`src/hw/rtl/rpb_pkg.sv`:
```
// Shared types, sizes and codes for the register read plan builder.
`default_nettype none

package rpb_pkg;

  // Table size and address space.
  localparam int unsigned MAX_RANGES = 32;
  localparam int unsigned ADDR_SPACE = 65536;
  localparam int unsigned IDX_W      = $clog2(MAX_RANGES);
  localparam int unsigned CNT_W      = $clog2(MAX_RANGES + 1);

  // Field widths fixed by the interface.
  localparam int unsigned ADDR_W  = 16;
  localparam int unsigned END_W   = 17;
  localparam int unsigned COUNT_W = 17;
  localparam int unsigned REQ_W   = 11;
  localparam int unsigned CFG_W   = 11;

  // Request size limits.
  localparam logic [REQ_W-1:0] REQ_CAP   = REQ_W'(2000);
  localparam logic [REQ_W-1:0] MPR_RESET = REQ_W'(125);

  // Command codes.
  localparam logic CMD_ADD   = 1'b0;
  localparam logic CMD_FETCH = 1'b1;

  // Result status codes, also used as the pending error code.
  localparam logic [1:0] STATUS_REQ      = 2'd0;
  localparam logic [1:0] STATUS_INVALID  = 2'd1;
  localparam logic [1:0] STATUS_OVERFLOW = 2'd2;
  localparam logic [1:0] STATUS_NO_PLAN  = 2'd3;

  // Configuration register indexes.
  localparam logic CFG_MAX_PER_REQ = 1'b0;
  localparam logic CFG_AREA        = 1'b1;

  // One input item.
  typedef struct packed {
    logic               cmd;
    logic [ADDR_W-1:0]  range_start;
    logic [COUNT_W-1:0] range_count;
  } in_item_t;

  // One result item.
  typedef struct packed {
    logic [1:0]        status;
    logic              area;
    logic [ADDR_W-1:0] req_start;
    logic [REQ_W-1:0]  req_count;
    logic              last;
  } out_item_t;

  // One stored range: first address and exclusive end.
  typedef struct packed {
    logic [ADDR_W-1:0] range_start;
    logic [END_W-1:0]  range_end;
  } range_t;

  // Controls from the sequencer to the range table.
  typedef struct packed {
    logic             ins_en;
    range_t           ins;
    logic [CNT_W-1:0] total;
    logic [IDX_W-1:0] rd_idx;
  } tbl_req_t;

endpackage

`default_nettype wire

```
`src/hw/rtl/rpb_cell.sv`:
```
// One cell of the sorted range table: holds one range and shifts right on insert.
`default_nettype none

module rpb_cell (
  input  wire logic            clk_i,
  input  wire logic            ins_en_i,
  input  wire rpb_pkg::range_t ins_i,
  input  wire logic            beyond_i,
  input  wire rpb_pkg::range_t left_i,
  input  wire logic            left_after_i,
  output rpb_pkg::range_t      entry_o,
  output logic                 after_o
);
  import rpb_pkg::*;

  range_t entry_q;

  // This cell sits at or after the insert point if it is empty or holds a larger start.
  assign after_o = beyond_i || (entry_q.range_start > ins_i.range_start);
  assign entry_o = entry_q;

  // On insert, cells past the insert point take their left neighbor, the first one
  // at the insert point takes the new range.
  always_ff @(posedge clk_i) begin
    if (ins_en_i) begin
      if (left_after_i) begin
        entry_q <= left_i;
      end else if (after_o) begin
        entry_q <= ins_i;
      end
    end
  end

endmodule

`default_nettype wire

```
`src/hw/rtl/rpb_table.sv`:
```
// Row of range cells kept sorted by start, with a read port for the plan walk.
`default_nettype none

module rpb_table (
  input  wire logic              clk_i,
  input  wire rpb_pkg::tbl_req_t req_i,
  output rpb_pkg::range_t        rd_entry_o
);
  import rpb_pkg::*;

  range_t entry [MAX_RANGES];
  logic   after [MAX_RANGES];

  // Chain of cells, each fed by its left neighbor.
  for (genvar i = 0; i < MAX_RANGES; i++) begin : g_cell
    range_t left_entry;
    logic   left_after;
    logic   beyond;

    assign beyond = (CNT_W'(i) >= req_i.total);

    if (i == 0) begin : g_head
      assign left_entry = req_i.ins;
      assign left_after = 1'b0;
    end else begin : g_body
      assign left_entry = entry[i-1];
      assign left_after = after[i-1];
    end

    rpb_cell u_cell (
      .clk_i        (clk_i),
      .ins_en_i     (req_i.ins_en),
      .ins_i        (req_i.ins),
      .beyond_i     (beyond),
      .left_i       (left_entry),
      .left_after_i (left_after),
      .entry_o      (entry[i]),
      .after_o      (after[i])
    );
  end

  // Read the entry under the fetch cursor.
  assign rd_entry_o = entry[req_i.rd_idx];

endmodule

`default_nettype wire

```
`src/hw/rtl/register_read_plan_builder.sv`:
```
// Top level: sequencer for adding ranges and walking the read plan.
// Add: the range is stored in the execute state; the next item enters once back in idle.
// Fetch: an error or an empty plan goes from execute to emit, a request of an open segment
// goes through chunk, and opening a segment walks open, merge (one entry per cycle), chunk.
// The next item enters once emit registers the result; a stalled output delays that.
// Reset clears the table count, error, readout and configuration (125, area 0).
`default_nettype none

module register_read_plan_builder (
  input  wire logic               clk_i,
  input  wire logic               rst_ni,
  input  wire logic               in_valid_i,
  output logic                    in_stall_o,
  input  wire rpb_pkg::in_item_t  in_item_i,
  output logic                    out_valid_o,
  input  wire logic               out_stall_i,
  output rpb_pkg::out_item_t      out_item_o,
  input  wire logic               cfg_we_i,
  input  wire logic               cfg_idx_i,
  input  wire logic [rpb_pkg::CFG_W-1:0] cfg_data_i
);
  import rpb_pkg::*;

  typedef enum logic [2:0] {
    ST_IDLE,
    ST_EXEC,
    ST_OPEN,
    ST_MERGE,
    ST_CHUNK,
    ST_EMIT
  } state_e;

  state_e            state_q;
  in_item_t          item_q;
  logic [REQ_W-1:0]  mpr_q;
  logic              area_q;
  logic [CNT_W-1:0]  total_q;
  logic [1:0]        err_q;
  logic [CNT_W-1:0]  cursor_q;
  logic [END_W-1:0]  seg_next_q;
  logic [END_W-1:0]  seg_end_q;
  logic              seg_open_q;
  out_item_t         res_q;
  out_item_t         out_q;
  logic              out_valid_q;

  tbl_req_t          tbl_req;
  range_t            rd_entry;

  logic [END_W:0]    add_end;
  logic              add_bad;
  logic              add_ok;
  logic [REQ_W-1:0]  cap;
  logic [END_W-1:0]  rest;
  logic [REQ_W-1:0]  chunk_n;
  logic [END_W-1:0]  next_sum;
  logic              still_open;
  logic              plan_last;
  logic              accept;
  logic              out_free;

  assign accept   = in_valid_i && !in_stall_o;
  assign out_free = !out_valid_q || !out_stall_i;

  // Add checks: zero count or an end past the address space.
  assign add_end = (END_W+1)'(item_q.range_start) + (END_W+1)'(item_q.range_count);
  assign add_bad = (item_q.range_count == '0) || (add_end > (END_W+1)'(ADDR_SPACE));
  assign add_ok  = (state_q == ST_EXEC) && (item_q.cmd == CMD_ADD) && (err_q == STATUS_REQ)
                   && !add_bad && (total_q < CNT_W'(MAX_RANGES));

  // Table controls.
  always_comb begin
    tbl_req.ins_en            = add_ok;
    tbl_req.ins.range_start   = item_q.range_start;
    tbl_req.ins.range_end     = add_end[END_W-1:0];
    tbl_req.total             = total_q;
    tbl_req.rd_idx            = cursor_q[IDX_W-1:0];
  end

  rpb_table u_table (
    .clk_i      (clk_i),
    .req_i      (tbl_req),
    .rd_entry_o (rd_entry)
  );

  // Request size: clamp the limit, then take the smaller of limit and what is left.
  always_comb begin
    if (mpr_q == '0) begin
      cap = REQ_W'(1);
    end else if (mpr_q > REQ_CAP) begin
      cap = REQ_CAP;
    end else begin
      cap = mpr_q;
    end
    rest       = seg_end_q - seg_next_q;
    chunk_n    = (rest < END_W'(cap)) ? rest[REQ_W-1:0] : cap;
    next_sum   = seg_next_q + END_W'(chunk_n);
    still_open = next_sum < seg_end_q;
    plan_last  = !still_open && (cursor_q >= total_q);
  end

  assign in_stall_o  = (state_q != ST_IDLE);
  assign out_valid_o = out_valid_q;
  assign out_item_o  = out_q;

  // Sequencer, plan state, configuration and output register.
  always_ff @(posedge clk_i or negedge rst_ni) begin
    if (!rst_ni) begin
      state_q     <= ST_IDLE;
      item_q      <= '0;
      mpr_q       <= MPR_RESET;
      area_q      <= 1'b0;
      total_q     <= '0;
      err_q       <= STATUS_REQ;
      cursor_q    <= '0;
      seg_next_q  <= '0;
      seg_end_q   <= '0;
      seg_open_q  <= 1'b0;
      res_q       <= '0;
      out_q       <= '0;
      out_valid_q <= 1'b0;
    end else begin
      // Configuration writes.
      if (cfg_we_i) begin
        unique case (cfg_idx_i)
          CFG_MAX_PER_REQ: mpr_q  <= cfg_data_i;
          CFG_AREA:        area_q <= cfg_data_i[0];
          default:         ;
        endcase
      end

      // Result leaves when the far side takes it, unless the emit state refills it.
      if (out_valid_q && !out_stall_i && (state_q != ST_EMIT)) begin
        out_valid_q <= 1'b0;
      end

      unique case (state_q)
        ST_IDLE: begin
          if (accept) begin
            item_q  <= in_item_i;
            state_q <= ST_EXEC;
          end
        end

        ST_EXEC: begin
          res_q.area      <= area_q;
          res_q.req_start <= '0;
          res_q.req_count <= '0;
          res_q.last      <= 1'b1;
          if (item_q.cmd == CMD_ADD) begin
            // First error sticks; a stored range rewinds the readout.
            if (err_q == STATUS_REQ) begin
              if (add_bad) begin
                err_q <= STATUS_INVALID;
              end else if (!add_ok) begin
                err_q <= STATUS_OVERFLOW;
              end else begin
                total_q    <= total_q + CNT_W'(1);
                cursor_q   <= '0;
                seg_next_q <= '0;
                seg_end_q  <= '0;
                seg_open_q <= 1'b0;
              end
            end
            state_q <= ST_IDLE;
          end else if (err_q != STATUS_REQ) begin
            // Report the error and drop the whole plan.
            res_q.status <= err_q;
            err_q        <= STATUS_REQ;
            total_q      <= '0;
            cursor_q     <= '0;
            seg_next_q   <= '0;
            seg_end_q    <= '0;
            seg_open_q   <= 1'b0;
            state_q      <= ST_EMIT;
          end else if (!seg_open_q && (cursor_q >= total_q)) begin
            cursor_q   <= '0;
            seg_next_q <= '0;
            seg_end_q  <= '0;
            if (total_q == '0) begin
              res_q.status <= STATUS_NO_PLAN;
              state_q      <= ST_EMIT;
            end else begin
              state_q <= ST_OPEN;
            end
          end else if (!seg_open_q) begin
            state_q <= ST_OPEN;
          end else begin
            state_q <= ST_CHUNK;
          end
        end

        // Start a segment at the entry under the cursor.
        ST_OPEN: begin
          seg_next_q <= END_W'(rd_entry.range_start);
          seg_end_q  <= rd_entry.range_end;
          cursor_q   <= cursor_q + CNT_W'(1);
          state_q    <= ST_MERGE;
        end

        // Fold following ranges that touch or overlap into the segment.
        ST_MERGE: begin
          if ((cursor_q < total_q) && (END_W'(rd_entry.range_start) <= seg_end_q)) begin
            if (rd_entry.range_end > seg_end_q) begin
              seg_end_q <= rd_entry.range_end;
            end
            cursor_q <= cursor_q + CNT_W'(1);
          end else begin
            seg_open_q <= 1'b1;
            state_q    <= ST_CHUNK;
          end
        end

        // Cut one request off the open segment.
        ST_CHUNK: begin
          res_q.status    <= STATUS_REQ;
          res_q.req_start <= seg_next_q[ADDR_W-1:0];
          res_q.req_count <= chunk_n;
          res_q.last      <= plan_last;
          if (plan_last) begin
            cursor_q   <= '0;
            seg_next_q <= '0;
            seg_end_q  <= '0;
            seg_open_q <= 1'b0;
          end else begin
            seg_next_q <= next_sum;
            seg_open_q <= still_open;
          end
          state_q <= ST_EMIT;
        end

        // Hand the result to the output register once it is free.
        ST_EMIT: begin
          if (out_free) begin
            out_q       <= res_q;
            out_valid_q <= 1'b1;
            state_q     <= ST_IDLE;
          end
        end

        default: state_q <= ST_IDLE;
      endcase
    end
  end

  // The table count never passes its size.
  a_total_bound: assert property (@(posedge clk_i) disable iff (!rst_ni)
    total_q <= CNT_W'(MAX_RANGES))
    else $error("range count above table size");

  // An open segment always has registers left to cut.
  a_seg_nonempty: assert property (@(posedge clk_i) disable iff (!rst_ni)
    seg_open_q |-> (seg_next_q < seg_end_q))
    else $error("open segment is empty");

  // Error and no-plan results end the plan and carry no request.
  a_status_last: assert property (@(posedge clk_i) disable iff (!rst_ni)
    (out_valid_o && (out_item_o.status != STATUS_REQ))
      |-> (out_item_o.last && (out_item_o.req_count == '0)))
    else $error("status result without last or with a count");

  // A request covers between one register and the cap.
  a_req_size: assert property (@(posedge clk_i) disable iff (!rst_ni)
    (out_valid_o && (out_item_o.status == STATUS_REQ))
      |-> ((out_item_o.req_count != '0) && (out_item_o.req_count <= REQ_CAP)))
    else $error("request count out of range");

endmodule

`default_nettype wire
```
`config.mk`:
```
export PLATFORM = sky130hd
export DESIGN_NAME = register_read_plan_builder
export DESIGN_NICKNAME = d
export VERILOG_FILES = /design/src/hw/rtl/rpb_pkg.sv /design/src/hw/rtl/rpb_cell.sv /design/src/hw/rtl/rpb_table.sv /design/src/hw/rtl/register_read_plan_builder.sv
export SDC_FILE = /design/constraint.sdc
export NUM_CORES = 2
export LEC_CHECK = 0
export ABC_AREA = 1
export BUFFER_PORTS_ARGS = -buffer_cell sky130_fd_sc_hd__buf_2
export CORE_AREA = 10 10 581 583
export CTS_CLUSTER_DIAMETER = 30
export CTS_CLUSTER_SIZE = 30
export DETAILED_ROUTE_END_ITERATION = 10
export DIE_AREA = 0 0 591 593
export GPL_ROUTABILITY_DRIVEN = 1
export PLACE_DENSITY_LB_ADDON = 0.12
export SKIP_CTS_REPAIR_TIMING = 1
export SLEW_MARGIN = 10
export SYNTH_ARGS = -nofsm -noshare
export SYNTH_HDL_FRONTEND = slang
export SYNTH_HIERARCHICAL = 1
export SYNTH_SLANG_ARGS = --single-unit
```
`constraint.sdc`:
```
create_clock -name clk_i -period 5.5 [get_ports clk_i]
set_input_delay 0.825 -clock clk_i [delete_from_list [all_inputs] [get_ports clk_i]]
set_output_delay 0.825 -clock clk_i [all_outputs]
set_load 0.02 [all_outputs]
```
Yosys cells after proc, flatten, opt, wreduce, memory -nomap -nowiden
Index checks and enable logic that the tools add are counted.
{ "op_classes": {"magnitude_cmp": 74, "reduce_logical": 138, "muxes": 125, "add_sub_neg": 5, "eq_ne": 23, "n_bitwise": 3} }
{ "ops": {"columns": ["op", "n"], "rows": [
  ["two-way mux 33 bit", 64],
  ["> comparator 16 bit", 32],
  ["two-way mux 17 bit", 10],
  ["binary-select mux 33 bit (select 5 bit)", 1],
  ["greater-or-equal comparator 5 x 6 -> 1 bit, first input constant", 16],
  ["two-way mux 6 bit", 13],
  ["AND reduction 2 bit", 36],
  ["nonzero test 2 bit", 35],
  ["case mux 17 bit (4 select lines)", 1],
  ["case mux 28 bit (2 select lines)", 1],
  ["case mux 17 bit (3 select lines)", 1],
  ["greater-or-equal comparator 4 x 6 -> 1 bit, first input constant", 8],
  ["logical OR 1 bit", 34],
  ["two-way mux 11 bit", 3],
  ["greater-or-equal comparator 3 x 6 -> 1 bit, first input constant", 4],
  ["two-way mux 3 bit", 8],
  ["case mux 6 bit (4 select lines)", 1],
  ["adder 16 x 17 -> 18 bit", 1],
  ["> comparator 18 x 17 -> 1 bit, second input constant", 1],
  ["two-way mux 2 bit", 9],
  ["case mux 3 bit (6 select lines)", 1],
  ["adder 17 x 11 -> 17 bit", 1],
  ["> comparator 17 bit", 1],
  ["less-or-equal comparator 16 x 17 -> 1 bit", 1],
  ["40 further kinds", 85]
]} }
{ "totals": {"input_bits": 51, "reg_bits": 1217, "output_inout_bits": 33, "word_cells": 455} }

Depth between registers and ports, before layout
{ "depth": {"depth_word": 11, "ltp_mapped": 49, "mapped_depth_nobuf": 47} }

Hierarchy
The synthesis kept the hierarchy.
{ "by_module_without_submodules": {"columns": ["module", "cells_per_inst", "area_per_inst_um2", "instances"], "rows": [
  ["rpb_cell", 200, 1823.0, 32],
  ["rpb_table", 2568, 11433.5, 1],
  ["register_read_plan_builder", 1479, 11350.9, 1]
]} }

Worst setup path before layout
OpenSTA, ideal clock, no wires.
{ "synth_timing": {"path_type": "register to register", "from": "register seg_end_q[0]", "to": "register cursor_q[3]", "n_path_buf": 2, "setup_slack_ns": -0.608, "arrival_ns": 5.985, "stages_incl_launch_ff": 46, "synth_period_minus_slack_ns": 6.108, "path_cell_list": "dfrtp_1 inv_1 ha_1 fa_1 inv_1 nand3_1 nand2_1 nand2_1 nand2_1 nand2_1 nand2_1 xor2_1 inv_1 ha_1 a21oi_1 nand4_1 nor3_1 nand2_1 (+10 left out) nand3_1 o21ai_0 xor2_1 ha_1 nand2_1 inv_1 nand3_1 nor2_1 o2111ai_1 nand3_1 nand2_1 nand2_1 nand2_1 nor2_2 nand2_2 buf_4 nand2_1 o21ai_2"} }
{ "synth_via": {"elab_chain_cells": 9} }
{ "synth_lines": {"columns": ["element", "line", "source"], "rows": [
  ["start, declared", "register_read_plan_builder.sv:41", "logic [END_W-1:0] seg_end_q;"],
  ["start signal, assigned", "register_read_plan_builder.sv:196", "seg_end_q <= rd_entry.range_end;"],
  ["start signal, assigned", "register_read_plan_builder.sv:205", "seg_end_q <= rd_entry.range_end;"],
  ["subtractor 17 bit", "register_read_plan_builder.sv:95", "rest = seg_end_q - seg_next_q;"],
  ["< comparator 17 x 11 -> 1 bit", "register_read_plan_builder.sv:96", "chunk_n = (rest < END_W'(cap)) ? rest[REQ_W-1:0] : cap;"],
  ["two-way mux 11 bit", "register_read_plan_builder.sv:96", null],
  ["adder 17 x 11 -> 17 bit", "register_read_plan_builder.sv:97", "next_sum = seg_next_q + END_W'(chunk_n);"],
  ["< comparator 17 bit", "register_read_plan_builder.sv:98", "still_open = next_sum < seg_end_q;"],
  ["logical NOT 1 bit", "register_read_plan_builder.sv:99", "plan_last = !still_open && (cursor_q >= total_q);"],
  ["logical AND 1 bit", "register_read_plan_builder.sv:99", null],
  ["inequality test 2 bit (no line)", null, null],
  ["AND reduction 7 bit (no line) (*)", null, null],
  ["end signal, assigned", "register_read_plan_builder.sv:197", "cursor_q <= cursor_q + CNT_W'(1);"],
  ["end signal, assigned", "register_read_plan_builder.sv:207", "cursor_q <= cursor_q + CNT_W'(1);"],
  ["end, declared", "register_read_plan_builder.sv:39", "logic [CNT_W-1:0] cursor_q;"]
]} }
Mark *: on every way between the ends. The rest lies on a longest branch, timed or not.
A chain may end at the register's enable or synchronous reset.

Worst setup path after layout
{ "layout_timing": {"from": "register seg_next_q[0]", "to": "register seg_end_q[1]"} }
{ "layout_via": {"elab_chain_cells": 9} }
{ "layout_lines": {"columns": ["element", "line", "source"], "rows": [
  ["start, declared", "register_read_plan_builder.sv:40", "logic [END_W-1:0] seg_next_q;"],
  ["start signal, assigned", "register_read_plan_builder.sv:195", "seg_next_q <= END_W'(rd_entry.range_start);"],
  ["start signal, assigned", "register_read_plan_builder.sv:226", "seg_next_q <= next_sum;"],
  ["subtractor 17 bit", "register_read_plan_builder.sv:95", null],
  ["< comparator 17 x 11 -> 1 bit", "register_read_plan_builder.sv:96", null],
  ["two-way mux 11 bit", "register_read_plan_builder.sv:96", null],
  ["adder 17 x 11 -> 17 bit (*)", "register_read_plan_builder.sv:97", null],
  ["< comparator 17 bit (*)", "register_read_plan_builder.sv:98", null],
  ["logical NOT 1 bit (*)", "register_read_plan_builder.sv:99", null],
  ["logical AND 1 bit (*)", "register_read_plan_builder.sv:99", null],
  ["inequality test 2 bit (no line) (*)", null, null],
  ["AND reduction 8 bit (no line) (*)", null, null]
]} }
Marks and branches as above.

==> flow_metrics.env <==
export IMPL_antenna_found_initial=10
export IMPL_placeableCoreArea_sq_um=326100
export IMPL_critical_path_slowest_cell="sky130_fd_sc_hd__dfrtp_1"
export IMPL_synthCells=10446
export IMPL_ctsLongestPathBuffers=4
export IMPL_worstSetupStartpointType="flop"
export IMPL_grt_util_all_layers_pct=18.04
export IMPL_worst_slew_pin_tran_ns=1.234
export IMPL_grtUsageMet3_pct=2.709
export IMPL_final_period_utilization_pct=116.5
export IMPL_setup_total_negative_slack_ns=-33.94
export IMPL_initialDrtViolationCount=5624
export IMPL_worst_r2r_endpoint="seg_end_q[1]"
export IMPL_grt_use_met1_pct=24.55
export IMPL_hpwl_um=235800
export IMPL_timing_fmax_ghz=0.1561
export IMPL_fin_skew_ns=0.04826
export IMPL_crit_path_start="seg_next_q[0]"
export IMPL_maximum_number_of_pins_on_one_net_before_global_route_repair=100
export IMPL_cap_violations=0
export IMPL_wl_per_cell_um=21.10
export IMPL_wirelength_um=328200
export IMPL_unrepaired_setup_endpoints_after_global_routing="yes"
export IMPL_flow_area_growth_from_synthesis_pct=24.04
export IMPL_grt_pass1_vias=72422
export IMPL_p_leak_nw=47.43
export IMPL_cts_made_buffers=394
export IMPL_vdd_ir_drop_worst_v=0.0009863
export IMPL_dp_slack_ns=-1.399
export IMPL_globalplace_congestion=0.8760
export IMPL_portbufs=83
export IMPL_synthesis_area_sq_um=81120
export IMPL_clock_sink_count=1217
export IMPL_layout_min_cycle_time_ns=6.406
export IMPL_tritoncts="built"
export IMPL_power_density_nw_per_um2=591.3
export IMPL_area_of_the_die_sq_um=350500
export IMPL_max_stage_delay_ns=0.40
export IMPL_h_tree_level_count=5
export IMPL_share_of_cells_above_drive_strength_1_pct=12.85
export IMPL_violations="setup timing"
export IMPL_cts_reportedPaths_clkPinSlew_ns=0.04
export IMPL_r2r_setup_slack_ns=-0.91
export IMPL_setup_ws_ns=-0.9061
export IMPL_timing_critical_path_to_type="flop"
export IMPL_io_pins=84
export IMPL_dieHeight_um=593
export IMPL_route_detailed_vias_per_inst=4.655
export IMPL_rows=210
export IMPL_layout_cells_most_common="sky130_fd_sc_hd__nand2_1"
export IMPL_worstReg2RegStart="seg_next_q[0]"
export IMPL_detailed_routing_iteration_count_for_the_pre_antenna_repair_pass=5
export IMPL_die_x_extent_um=591
export IMPL_clock_insertion_delay_worst_skew_ns=0.89
export IMPL_worstRegToRegCells=45
export IMPL_mean_instance_size_in_the_synthesized_netlist_sq_um=7.765
export IMPL_grt_overflow_total=0
export IMPL_yosysWarningCount=6
export IMPL_antenna_left=0
export IMPL_initial_cell_density_of_the_core_pct=24.88
export IMPL_number_of_hold_slack_violations_in_the_final_timing_report=0
export IMPL_grt_most_used_layer="met2"
export IMPL_timing_max_transition_violations_final=0
export IMPL_cts_root_buffer_cell="sky130_fd_sc_hd__clkbuf_16"
export IMPL_cp_common_cell="sky130_fd_sc_hd__nand2_2"
export IMPL_grt_first_pass_wirelength_um=483000
export IMPL_drc=0
export IMPL_final_net_count=11573
export IMPL_slew_headroom_pct=16.88
export IMPL_worst_endpoint_required_ns=6.25
export IMPL_path_class="flop to flop"
export IMPL_global_route_usage_met2_pct=29.63
export IMPL_cp_arrival_ns=7.16
export IMPL_hp_class="input port to asynchronous set/reset pin"
export IMPL_routed_via_count=72425
export IMPL_layout_cells_most_common_list="sky130_fd_sc_hd__nand2_1 (4673), sky130_fd_sc_hd__edfxtp_1 (1056), sky130_fd_sc_hd__nand3_1 (959)"
export IMPL_run_status="finished, violations left"
export IMPL_critPathMaxFanout=8
export IMPL_finalSetupViolCount=42
==> metrics by stage <==
stage | hold slack (ns) | utilization (%) | cell area (sq um) | cells | total power, mW
2_1_floorplan | 0.4452 | - | 81220 | 10449 | 27.04
3_3_place_gp | 0.4659 | 26.85 | 87560 | 14827 | 37.99
3_5_place_dp | 0.4683 | 26.85 | 87560 | 14827 | 38.02
4_1_cts | 0.06169 | 30.65 | 99930 | 15540 | 59.43
5_1_grt | 0.1259 | 30.86 | 100600 | 15556 | 63.39
6_report | 0.04168 | 30.86 | 100600 | 15557 | 59.49
==> how the worst max path moves through the flow <==
stage               depth (start not counted)  slack [ns]            end
floorplan                                  45       -0.12  seg_end_q[10]
global placement                           46       -1.41   seg_end_q[7]
detailed placement                         46       -1.40   seg_end_q[1]
CTS                                        45       -1.46   seg_end_q[3]
global route                               45       -1.26   seg_end_q[1]
finish                                     45       -0.91   seg_end_q[1]
==> routing by layer <==
layer	part of all wire (%)	up-vias
li1	-	35266
met1	46	34739
met2	46	1910
met3	5.3	510
met4	2.9	0
met5	0	-
==> registers in the layout (all words and copies together) (netlist names) <==
| name | flops |
|---|---|
| total_q | 6 |
| out_valid_o | 1 |
| mpr_q | 11 |
| state_q | 3 |
| area_q | 1 |
| err_q | 2 |
| item_q | 34 |
| out_item_o | 31 |
| u_table/g_cell.u_cell/entry_o | 1056 |
| seg_next_q | 17 |
| res_q | 31 |
| seg_end_q | 17 |
| cursor_q | 6 |
| seg_open_q | 1 |
==> area by class of cell <==
cell class              count  area [sq um]
well taps                4346          5438
inverters                 977          3792
flip-flops and latches   1217         35780
clock buffers             472         10390
fillers                 34770        225500
repair buffers            499          3908
multi-input cells        7804         39330
clock inverters           241          1971
diodes                      1         2.502
==> where the power goes <==
part / switching (mW) / leakage, nW / internal [mW]
logic: 18.2 / 29.7 / 7.44
clock network: 6.58 / 6.10 / 14.4
registers: 1.07 / 11.6 / 11.7
==> worst max-delay path, delay by kind of cell, from the launching register on <==
family / cells / cell delay, ns
AO/OA/AOI/OAI: 2 / 0.28
XOR/XNOR: 2 / 0.36
adder cells (fa/ha/maj): 5 / 1.43
buffers and inverters: 10 / 1.11
flip-flops: 1 / 0.40
AND/OR/NAND/NOR: 26 / 2.68
Power figures use the tool's default switching activity.
